`src/hdl/dtf_pkg.sv`:
```
package dtf_pkg;

	// number format
	localparam int FRAC_BITS       = 16;
	localparam int INT_BITS        = 16;
	localparam int MAX_FRAC_DIGITS = 9;

	localparam int VALUE_W = 32;
	localparam int STATUS_W = 2;
	localparam int CH_W = 8;

	// integer magnitude without the sign bit
	localparam int IACC_W = INT_BITS - 1;
	// fraction digits and the matching power of ten
	localparam int FACC_W = $clog2(10 ** MAX_FRAC_DIGITS + 1);
	localparam int FCNT_W = $clog2(MAX_FRAC_DIGITS + 1);
	localparam int MAG_W  = IACC_W + FRAC_BITS;
	localparam int WIDE_W = (MAG_W + 1 > VALUE_W) ? MAG_W + 1 : VALUE_W;
	localparam int DCNT_W = $clog2(FRAC_BITS + 1);

	localparam logic [WIDE_W-1:0] SAT_POS = {{(WIDE_W - MAG_W){1'b0}}, {MAG_W{1'b1}}};
	localparam logic [WIDE_W-1:0] SAT_NEG = ~SAT_POS;

	localparam logic [STATUS_W-1:0] ST_OK     = 2'd0;
	localparam logic [STATUS_W-1:0] ST_SYNTAX = 2'd1;
	localparam logic [STATUS_W-1:0] ST_SAT    = 2'd2;

	localparam logic [CH_W-1:0] CH_NUL   = 8'd0;
	localparam logic [CH_W-1:0] CH_TAB   = 8'd9;
	localparam logic [CH_W-1:0] CH_CR    = 8'd13;
	localparam logic [CH_W-1:0] CH_SPACE = 8'd32;
	localparam logic [CH_W-1:0] CH_COMMA = 8'd44;
	localparam logic [CH_W-1:0] CH_MINUS = 8'd45;
	localparam logic [CH_W-1:0] CH_DOT   = 8'd46;
	localparam logic [CH_W-1:0] CH_ZERO  = 8'd48;
	localparam logic [CH_W-1:0] CH_NINE  = 8'd57;

	typedef enum logic [2:0] {
		PH_LEAD  = 3'd0,
		PH_SIGN  = 3'd1,
		PH_INT   = 3'd2,
		PH_POINT = 3'd3,
		PH_FRAC  = 3'd4,
		PH_TRAIL = 3'd5,
		PH_DIV   = 3'd6
	} phase_t;

	typedef struct packed {
		logic busy;
		logic done;
	} div_stat_t;

endpackage

```
`src/hdl/decimal_text_to_fixed_unit.sv`:
```
// channel | words      | handshake           | fields
// --------+------------+---------------------+----------------------------
// ch      | input      | ch_valid / ch_stall | ch
// res     | output     | res_valid/res_stall | value, status, at_text_end
//
// a terminator that completes a number without saturation holds ch_stall while
// the restoring divider forms the fraction, one quotient bit a cycle, and until
// the result register is loaded
// arst_n clears the phase, the accumulators' control flags and the result valid
// a word that yields a result waits while an earlier result sits stalled; every word waits while the divider runs
module decimal_text_to_fixed_unit (
	input  logic                             clk,
	input  logic                             arst_n,
	input  logic                             ch_valid,
	output logic                             ch_stall,
	input  logic [dtf_pkg::CH_W-1:0]         ch,
	output logic                             res_valid,
	input  logic                             res_stall,
	output logic signed [dtf_pkg::VALUE_W-1:0] value,
	output logic [dtf_pkg::STATUS_W-1:0]     status,
	output logic                             at_text_end
);
	import dtf_pkg::*;

	phase_t phase_q;
	phase_t nxt_phase;

	logic               neg_q;
	logic [IACC_W-1:0]  iacc_q;
	logic               ovf_q;
	logic [FACC_W-1:0]  facc_q;
	logic [FACC_W-1:0]  pow_q;
	logic [FCNT_W-1:0]  fcnt_q;
	logic               fin_end_q;

	logic                      out_valid_q;
	logic [VALUE_W-1:0]        value_q;
	logic [STATUS_W-1:0]       status_q;
	logic                      end_q;

	logic is_digit, is_blank, is_term, is_point, is_nul;
	logic [3:0] dig;

	logic act_err, act_finish, act_int, act_frac, act_new, act_neg;
	logic will_emit, accept;

	logic [FRAC_BITS-1:0] quo;
	div_stat_t            dstat;
	logic                 div_start;

	logic [IACC_W-1:0]   iacc_base;
	logic                ovf_base;
	logic [IACC_W+3:0]   inext;
	logic [FACC_W+3:0]   fnext;
	logic [FACC_W+3:0]   pnext;
	logic [WIDE_W-1:0]   mag_ext;
	logic [WIDE_W-1:0]   fix_val;

	assign is_nul   = ch == CH_NUL;
	assign is_digit = (ch >= CH_ZERO) && (ch <= CH_NINE);
	assign is_blank = (ch == CH_SPACE) || (ch == CH_TAB) || (ch == CH_CR);
	assign is_term  = is_nul || (ch == CH_COMMA) || (ch == CH_SPACE) || (ch == CH_TAB);
	assign is_point = (ch == CH_DOT) || (ch == CH_COMMA);
	assign dig      = 4'(ch - CH_ZERO);

	// next phase
	always_comb begin
		nxt_phase = phase_q;
		unique case (phase_q)
			PH_SIGN: nxt_phase = is_digit ? PH_INT : PH_LEAD;
			PH_INT: begin
				priority if (is_digit) nxt_phase = PH_INT;
				else if (is_point)     nxt_phase = PH_POINT;
				else                   nxt_phase = PH_LEAD;
			end
			PH_POINT, PH_FRAC: begin
				priority if (is_digit)                   nxt_phase = PH_FRAC;
				else if (phase_q == PH_FRAC && is_term) begin
					if (ovf_q) nxt_phase = is_nul ? PH_LEAD : PH_TRAIL;
					else       nxt_phase = PH_DIV;
				end else                                 nxt_phase = PH_LEAD;
			end
			PH_DIV: nxt_phase = dstat.done ? (fin_end_q ? PH_LEAD : PH_TRAIL) : PH_DIV;
			default: begin
				priority if (phase_q == PH_TRAIL && is_nul) nxt_phase = PH_LEAD;
				else if (is_blank)                          nxt_phase = phase_q;
				else if (ch == CH_MINUS)                    nxt_phase = PH_SIGN;
				else if (is_digit)                          nxt_phase = PH_INT;
				else                                        nxt_phase = PH_LEAD;
			end
		endcase
	end

	// per-word actions
	always_comb begin
		act_err    = 1'b0;
		act_finish = 1'b0;
		act_int    = 1'b0;
		act_frac   = 1'b0;
		act_new    = 1'b0;
		act_neg    = 1'b0;
		unique case (phase_q)
			PH_SIGN: begin
				act_int = is_digit;
				act_err = !is_digit;
			end
			PH_INT: begin
				act_int = is_digit;
				act_err = !is_digit && !is_point;
			end
			PH_POINT, PH_FRAC: begin
				act_frac   = is_digit;
				act_finish = !is_digit && phase_q == PH_FRAC && is_term;
				act_err    = !is_digit && !(phase_q == PH_FRAC && is_term);
			end
			PH_DIV: ;
			default: begin
				if (!(phase_q == PH_TRAIL && is_nul) && !is_blank) begin
					act_new = (ch == CH_MINUS) || is_digit;
					act_neg = ch == CH_MINUS;
					act_int = is_digit;
					act_err = (ch != CH_MINUS) && !is_digit;
				end
			end
		endcase
	end

	assign will_emit = act_err || act_finish;
	assign ch_stall  = (phase_q == PH_DIV) || (out_valid_q && res_stall && will_emit);
	assign accept    = ch_valid && !ch_stall;
	assign div_start = accept && act_finish && !ovf_q;

	// digit accumulation, times ten as shift and add
	assign iacc_base = act_new ? '0 : iacc_q;
	assign ovf_base  = act_new ? 1'b0 : ovf_q;
	assign inext = {1'b0, iacc_base, 3'b000} + {3'b000, iacc_base, 1'b0} + (IACC_W+4)'(dig);
	assign fnext = {1'b0, facc_q, 3'b000} + {3'b000, facc_q, 1'b0} + (FACC_W+4)'(dig);
	assign pnext = {1'b0, pow_q, 3'b000} + {3'b000, pow_q, 1'b0};

	always_ff @(posedge clk or negedge arst_n) begin
		if (!arst_n) begin
			phase_q <= PH_LEAD;
			neg_q   <= 1'b0;
			ovf_q   <= 1'b0;
			fcnt_q  <= '0;
			iacc_q  <= '0;
			facc_q  <= '0;
			pow_q   <= FACC_W'(1);
			fin_end_q <= 1'b0;
		end else if (phase_q == PH_DIV) begin
			phase_q <= nxt_phase;
		end else if (accept) begin
			phase_q <= nxt_phase;
			if (act_err || act_new) begin
				neg_q  <= act_neg;
				ovf_q  <= 1'b0;
				fcnt_q <= '0;
				iacc_q <= '0;
				facc_q <= '0;
				pow_q  <= FACC_W'(1);
			end
			if (act_int) begin
				if (ovf_base || inext > (IACC_W+4)'({IACC_W{1'b1}})) begin
					ovf_q  <= 1'b1;
					iacc_q <= {IACC_W{1'b1}};
				end else begin
					ovf_q  <= 1'b0;
					iacc_q <= inext[IACC_W-1:0];
				end
			end
			if (act_frac && fcnt_q < FCNT_W'(MAX_FRAC_DIGITS)) begin
				facc_q <= fnext[FACC_W-1:0];
				pow_q  <= pnext[FACC_W-1:0];
				fcnt_q <= fcnt_q + FCNT_W'(1);
			end
			if (act_finish) begin
				fin_end_q <= is_nul;
			end
		end
	end

	dtf_div u_div (
		.clk      (clk),
		.arst_n   (arst_n),
		.start    (div_start),
		.dividend (facc_q),
		.divisor  (pow_q),
		.quotient (quo),
		.stat     (dstat)
	);

	assign mag_ext = {{(WIDE_W - MAG_W){1'b0}}, iacc_q, quo};
	assign fix_val = neg_q ? (~mag_ext + WIDE_W'(1)) : mag_ext;

	// result register
	always_ff @(posedge clk or negedge arst_n) begin
		if (!arst_n) begin
			out_valid_q <= 1'b0;
		end else if ((accept && will_emit && !div_start) || dstat.done) begin
			out_valid_q <= 1'b1;
		end else if (!res_stall) begin
			out_valid_q <= 1'b0;
		end
	end

	always_ff @(posedge clk) begin
		if (dstat.done) begin
			value_q  <= fix_val[VALUE_W-1:0];
			status_q <= ST_OK;
			end_q    <= fin_end_q;
		end else if (accept && act_err) begin
			value_q  <= '0;
			status_q <= ST_SYNTAX;
			end_q    <= is_nul;
		end else if (accept && act_finish && ovf_q) begin
			value_q  <= neg_q ? SAT_NEG[VALUE_W-1:0] : SAT_POS[VALUE_W-1:0];
			status_q <= ST_SAT;
			end_q    <= is_nul;
		end
	end

	assign res_valid   = out_valid_q;
	assign value       = value_q;
	assign status      = status_q;
	assign at_text_end = end_q;

endmodule

```
`src/hdl/dtf_div.sv`:
```
module dtf_div (
	input  logic                            clk,
	input  logic                            arst_n,
	input  logic                            start,
	input  logic [dtf_pkg::FACC_W-1:0]      dividend,
	input  logic [dtf_pkg::FACC_W-1:0]      divisor,
	output logic [dtf_pkg::FRAC_BITS-1:0]   quotient,
	output dtf_pkg::div_stat_t              stat
);
	import dtf_pkg::*;

	logic [FACC_W-1:0]    rem_q;
	logic [FACC_W-1:0]    dvs_q;
	logic [FRAC_BITS-1:0] quo_q;
	logic [DCNT_W-1:0]    cnt_q;
	logic                 busy_q;
	logic                 done_q;

	logic [FACC_W:0] trial;
	logic [FACC_W:0] diff;
	logic            fits;

	// restoring step: remainder stays below the divisor
	assign trial = {rem_q, 1'b0};
	assign diff  = trial - {1'b0, dvs_q};
	assign fits  = trial >= {1'b0, dvs_q};

	always_ff @(posedge clk or negedge arst_n) begin
		if (!arst_n) begin
			busy_q <= 1'b0;
			done_q <= 1'b0;
			cnt_q  <= '0;
		end else begin
			done_q <= 1'b0;
			if (start) begin
				busy_q <= 1'b1;
				cnt_q  <= '0;
			end else if (busy_q) begin
				cnt_q <= cnt_q + DCNT_W'(1);
				if (cnt_q == DCNT_W'(FRAC_BITS - 1)) begin
					busy_q <= 1'b0;
					done_q <= 1'b1;
				end
			end
		end
	end

	always_ff @(posedge clk) begin
		if (start) begin
			rem_q <= dividend;
			dvs_q <= divisor;
			quo_q <= '0;
		end else if (busy_q) begin
			rem_q <= fits ? diff[FACC_W-1:0] : trial[FACC_W-1:0];
			quo_q <= {quo_q[FRAC_BITS-2:0], fits};
		end
	end

	assign quotient  = quo_q;
	assign stat.busy = busy_q;
	assign stat.done = done_q;

endmodule

```
`config.mk`:
```
export PLATFORM = sky130hd
export DESIGN_NAME = decimal_text_to_fixed_unit
export DESIGN_NICKNAME = d
export VERILOG_FILES = /design/src/hdl/dtf_pkg.sv /design/src/hdl/decimal_text_to_fixed_unit.sv /design/src/hdl/dtf_div.sv
export SDC_FILE = /design/constraint.sdc
export NUM_CORES = 1
export LEC_CHECK = 0
export ABC_AREA = 1
export BUFFER_PORTS_ARGS = -buffer_cell sky130_fd_sc_hd__buf_2
export CAP_MARGIN = 15
export CORE_ASPECT_RATIO = 0.8
export CORE_UTILIZATION = 30
export DETAILED_ROUTE_END_ITERATION = 8
export GPL_TIMING_DRIVEN = 0
export PLACE_DENSITY = 0.51
export SYNTH_ARGS = -nofsm -noshare
export SYNTH_HDL_FRONTEND = slang
export SYNTH_HIERARCHICAL = 1
export SYNTH_SLANG_ARGS = --single-unit
```
`constraint.sdc`:
```
create_clock -name clk -period 6.15 [get_ports clk]
set_input_delay 0.615 -clock clk [delete_from_list [all_inputs] [get_ports clk]]
set_output_delay 0.615 -clock clk [all_outputs]
set_load 0.01 [all_outputs]
```
Word level (Yosys, flattened, before mapping)
Index checks and enable logic that the tools add are counted.
{"block": "classes", "n_addsub": 10, "n_lt_le_gt_ge": 5, "n_eq_ne": 15, "mux": 62, "bitwise_logic": 2, "n_reduce_logical": 56}
{"operator": "$mux W30", "n": 7}
{"operator": "$mux W32", "n": 5}
{"operator": "$add A30 B30 Y30", "n": 2}
{"operator": "$mux W15", "n": 4}
{"operator": "$add A32 B1 Y32 const B", "n": 1}
{"operator": "$eq A8 B6 Y1 const B", "n": 4}
{"operator": "$not A31 Y32", "n": 1}
{"operator": "$ge A31 B30 Y1", "n": 1}
{"operator": "$add A30 B4 Y30", "n": 1}
{"operator": "$mux W3", "n": 10}
{"operator": "$sub A30 B30 Y30", "n": 1}
{"operator": "$mux W1", "n": 25}
{"operator": "$add A18 B16 Y19", "n": 1}
{"operator": "$add A19 B4 Y19", "n": 1}
{"operator": "$gt A19 B15 Y1 const B", "n": 1}
{"operator": "$logic_and A1 B1 Y1", "n": 19}
{"operator": "$eq A8 B4 Y1 const B", "n": 2}
{"operator": "$logic_or A1 B1 Y1", "n": 12}
{"operator": "$pmux W3 S4", "n": 1}
{"operator": "$reduce_and A3 Y1", "n": 4}
{"operator": "$mux W5", "n": 2}
{"operator": "$reduce_bool A2 Y1", "n": 5}
{"operator": "$eq A3 B3 Y1 const B", "n": 3}
{"operator": "$ge A8 B6 Y1 const B", "n": 1}
{"operator": "22 further kinds", "n": 36}
{"block": "word_totals", "reg_bits": 204, "input_bits": 12, "output_inout_bits": 37, "word_cells": 169}

Depth between registers and ports, before layout
{"block": "logic_depth", "ltp_word": 19, "mapped_depth": 26, "depth_no_buf": 25}

By module
Netlist, hierarchy kept.
{"mod": "decimal_text_to_fixed_unit", "n_inst": 1, "cells_per_inst": 1491, "area_each_um2": 10578.9, "seq_area_each_um2": 3184.3}
{"mod": "dtf_div", "n_inst": 1, "cells_per_inst": 798, "area_each_um2": 5721.7, "seq_area_each_um2": 2297.2}

Worst setup path after synthesis
No wires, ideal clock.
{"block": "synth_timing", "kind": "input -> register", "start": "in ch[6] (netlist name)", "end": "reg u_div.rem_q[0], enable pin", "t_arrival_ns": 4.508, "required_time_ns": 5.744, "slack_ns": 1.235, "cell_stages": 14, "path_buffers": 3, "cell_sequence": "nor2_2 > nand2_1 > nor2_2 > nor2_1 > nand2_1 > nand2_2 > inv_1 > nand4_1 > nor2_1 > clkbuf_1 > inv_1 > clkbuf_1 > nand2_1 > clkbuf_1"}
{"block": "synth_via", "elab_chain_len": 16}
{"item": "start, declared", "line": "decimal_text_to_fixed_unit.sv:16", "text": "input logic [dtf_pkg::CH_W-1:0] ch,"}
{"item": "parallel branches: the longest is 13 deep, another holds $ge A8 B6 Y1"}
{"item": "$logic_and A1 B1 Y1 (*) (2 in a row)", "line": "decimal_text_to_fixed_unit.sv:131", "text": "assign div_start = accept && act_finish && !ovf_q;"}
{"item": "via div_start", "line": "decimal_text_to_fixed_unit.sv:49", "text": "logic div_start;"}
{"item": "$reduce_bool A2 Y1 (no line) (*)"}
{"item": "end signal, assigned", "line": "dtf_div.sv:50", "text": "rem_q <= dividend;"}
{"item": "end signal, assigned", "line": "dtf_div.sv:54", "text": "rem_q <= fits ? diff[FACC_W-1:0] : trial[FACC_W-1:0];"}
{"item": "end, declared", "line": "dtf_div.sv:12", "text": "logic [FACC_W-1:0] rem_q;"}
Mark *: on every way through the listed nets, which the timed path passes.
A chain may end at the register's enable or synchronous reset.

Worst setup path after layout
{"block": "layout_timing", "start": "reg phase_q[0]", "end": "reg iacc_q[7]"}
{"block": "layout_via", "elab_chain_len": 13}
{"item": "start, declared", "line": "decimal_text_to_fixed_unit.sv:25", "text": "phase_t phase_q;"}
{"item": "start signal, assigned", "line": "decimal_text_to_fixed_unit.sv:151", "text": "phase_q <= nxt_phase;"}
{"item": "start signal, assigned", "line": "decimal_text_to_fixed_unit.sv:153", "text": "phase_q <= nxt_phase;"}
{"item": "$eq A3 B3 Y1", "line": "decimal_text_to_fixed_unit.sv:118", "text": "if (!(phase_q == PH_TRAIL && is_nul) && !is_blank) begin"}
{"item": "$logic_and A1 B1 Y1", "line": "decimal_text_to_fixed_unit.sv:118"}
{"item": "$logic_not A1 Y1", "line": "decimal_text_to_fixed_unit.sv:118"}
{"item": "$logic_and A1 B1 Y1", "line": "decimal_text_to_fixed_unit.sv:118"}
{"item": "$mux W1", "line": "decimal_text_to_fixed_unit.sv:118"}
{"item": "$mux W1", "line": "decimal_text_to_fixed_unit.sv:102", "text": "unique case (phase_q)"}
{"item": "$mux W15", "line": "decimal_text_to_fixed_unit.sv:134", "text": "assign iacc_base = act_new ? '0 : iacc_q;"}
{"item": "$add A18 B16 Y19", "line": "decimal_text_to_fixed_unit.sv:136", "text": "assign inext = {1'b0, iacc_base, 3'b000} + {3'b000, iacc_base, 1'b0} + (IACC_W+4)'(dig);"}
{"item": "$add A19 B4 Y19", "line": "decimal_text_to_fixed_unit.sv:136"}
{"item": "$gt A19 B15 Y1", "line": "decimal_text_to_fixed_unit.sv:163", "text": "if (ovf_base || inext > (IACC_W+4)'({IACC_W{1'b1}})) begin"}
{"item": "$logic_or A1 B1 Y1", "line": "decimal_text_to_fixed_unit.sv:163"}
{"item": "$mux W15", "line": "decimal_text_to_fixed_unit.sv:163"}
{"item": "$mux W15", "line": "decimal_text_to_fixed_unit.sv:162", "text": "if (act_int) begin"}
{"item": "end signal, assigned", "line": "decimal_text_to_fixed_unit.sv:165", "text": "iacc_q <= {IACC_W{1'b1}};"}
{"item": "end signal, assigned", "line": "decimal_text_to_fixed_unit.sv:168", "text": "iacc_q <= inext[IACC_W-1:0];"}
{"item": "end, declared", "line": "decimal_text_to_fixed_unit.sv:29", "text": "logic [IACC_W-1:0] iacc_q;"}
Several ways; a longest one is shown, not always the timed one.

==> results.txt <==
Critical path's slowest cell: dfrtp_1
Diode count: 0
RePlAce Congestion: 0.950
I/O pin total: 49
Largest fanout on the critical path: 10
PwrDens: 183 nW/um2
Hold Crit Class: in2async
Setup CP Type: reg2reg
First-pass GRT wire length: 81100 um
Vias in the first global route: 14.1k
WP data arrival: 4.57 ns
Setup-failing EPs final: 0
Max-cap viol count: 0
Initial Utilization: 30.3%
Die area: 55300 um2
Buffers on Ports: 48
Delay-heaviest family, CP: simple AND/OR/NAND/NOR gates
Worst Path Buf+Inv: 5
Syn nets: 2449
Levels on crit path: 22
Final #Nets: 2526
Via/cell ratio: 4.94
Remaining antenna violation count: 0
Tot Pwr: 3360 uW
CTS tree: yes
F_max: 241 MHz
WL per Instance: 16.7 um
R2r setup slk: 2.00 ns
Post-CTS Setup Repair Bufs: 0
H-tree depth: 1
Post-detail-place hpwl: 41800 um
Clock Sinks: 204
DRT iter0 DRCs: 1237
Post-Syn Area: 16300 um2
Largest net degree at the start of global routing: 68
Critical path data required time: 6.57 ns
Clock transition at path regs: 0.06 ns
R2r endpoint: iacc_q[7]$_DFFE_PN0P_
Clock skew: 0.0101 ns
CP Capture Type: flip-flop
Clock Latency Late Sink: 0.54 ns
Final setup TNS: 0 ns
Ys Warns: 6
Setup crit start kind: flip-flop
Status: completed
RSZ-0062 raised after global routing: false
Die height: 210 um
Total number of vias: 15.3k
Fin. max-slew vios: 0
Initial antenna violation count: 1
Global router's overall resource usage: 18.5%
Worst VDD drop: 0.172 mV
Util after Layout: 34.1%
Worst-case reg-to-reg path depth: 22
Drt pass-1 iters: 5
Die Wd: 263 um
Setup crit end: iacc_q[7]$_DFFE_PN0P_
Most frequent CP cell: nand2_1
Num CTS Buffers: 24
Post-CTS Hold Buffers: 0
Final worst path period share: 67.5%
Post-Syn Area per Cell: 7.12 um2
Placed Area: 17500 um2
Worst path max stage delay: 0.42 ns
R2R Path Start: phase_q[0]$_DFFE_PN0P_
Clock buffer depth: 3
Total global routing overflow: 0
CORE AREA: 53700 um2
Final WL: 51500 um
Cts repair resizes: 0
Max-slew headroom: 40.7%
Hold Fails Final Rpt: 0
Leak: 0.00900 uW
Slew @ Worst Pin: 0.890 ns
Mapped Cells: 2288
CP cell instances: inv_1, nor2_2, nor3_4, nand2_1, inv_1, clkbuf_1, nor2_1, ha_1, ha_1, a21o_1, nand3b_1, nand2_1, nand2_1, nand2_1, nand2_1, nand2_1, inv_1, nor2_1, nand3_1, clkbuf_1, o21ai_0, nand2_1
DRC Markers: 0
Synth-to-Final Area Change: 12.6%
Ratio of cells with drive above 1 in the final layout: 8.52%
Post-route cell area: 18300 um2
Critical path launch point: phase_q[0]$_DFFE_PN0P_
Rows: 76
CTS root buffer: clkbuf_16
Tmin final: 4.15 ns
==> flip-flops by register name, indices dropped and copies added, names as in the netlist <==
register,cells
u_div/cnt_q,5
status,2
at_text_end,1
res_valid,1
u_div/quotient,16
iacc_q,15
neg_q,1
fcnt_q,4
u_div/dvs_q,30
pow_q,30
u_div/rem_q,30
facc_q,30
value,32
phase_q,3
ovf_q,1
u_div/done_q,1
u_div/busy_q,1
fin_end_q,1
==> metal layers <==
metal  wire [um]  track usage (%)
met3        2520             1.92
met1       28100             30.1
met5          10                0
met4         656             3.33
met2       20200             26.0
==> worst register-to-register path: stages, from the launching register on <==
cell and delay [ns]:
dfrtp_1 0.42, inv_1 0.12, nor2_2 0.07, nor3_4 0.26, nand2_1 0.16, inv_1 0.15
clkbuf_1 0.32, nor2_1 0.13, ha_1 0.31, ha_1 0.36, a21o_1 0.20, nand3b_1 0.23
nand2_1 0.10, nand2_1 0.09, nand2_1 0.07, nand2_1 0.06, nand2_1 0.06, inv_1 0.04
nor2_1 0.10, nand3_1 0.22, clkbuf_1 0.27, o21ai_0 0.24, nand2_1 0.07
==> layout by cell type, fill, tap and decap left out, drive strengths merged, types with 9 or more instances in the layout <==
cell,instances
a21o,20
a21oi,122
a31oi,14
buf,78
clkbuf,52
clkinv,9
dfrtp,92
dfxtp,18
edfxtp,93
ha,144
inv,289
nand2,683
nand3,158
nand3b,11
nand4,37
nor2,222
nor3,29
o21ai,169
o21bai,13
o22ai,15
or2,31
xnor2,24
xor2,20
==> power by group <==
group	switching (uW)	internal (uW)
logic	219	94.5
clock network	600	949
registers	20.2	1480
total	839	2520
==> how the worst min path moves through the flow <==
stage	start	end	depth (start not counted)
finish	arst_n	res_valid$_DFFE_PN0P_	1
global placement	pow_q[29]$_DFFE_PN0P_	u_div/dvs_q[29]$_DFFE_PP_	0
floorplan	arst_n	facc_q[0]$_DFFE_PN0P_	0
detailed placement	pow_q[29]$_DFFE_PN0P_	u_div/dvs_q[29]$_DFFE_PP_	0
global route	arst_n	iacc_q[14]$_DFFE_PN0P_	1
CTS	arst_n	res_valid$_DFFE_PN0P_	1
==> metrics by stage <==
stage	hold WS, ns	std cells	worst slack [ns]
5_1_grt	0.0374	3085	1.50
3_3_place_gp	0.437	3038	-0.949
4_1_cts	0.00825	3085	1.99
2_1_floorplan	0.319	2288	1.24
3_5_place_dp	0.437	3041	1.46
6_report	0.00908	3085	2.00
==> area by class of cell <==
class                   instances  area [um2]
inverters                     290        1090
plain buffers                  47         292
flip-flops and latches        204        5480
clock buffers                  32         683
repair buffers                 51         310
clock inverters                12         168
multi-input cells            1747        9450
well taps                     702         878
fillers                      5751       35400
(Power assumes the default switching activity.)
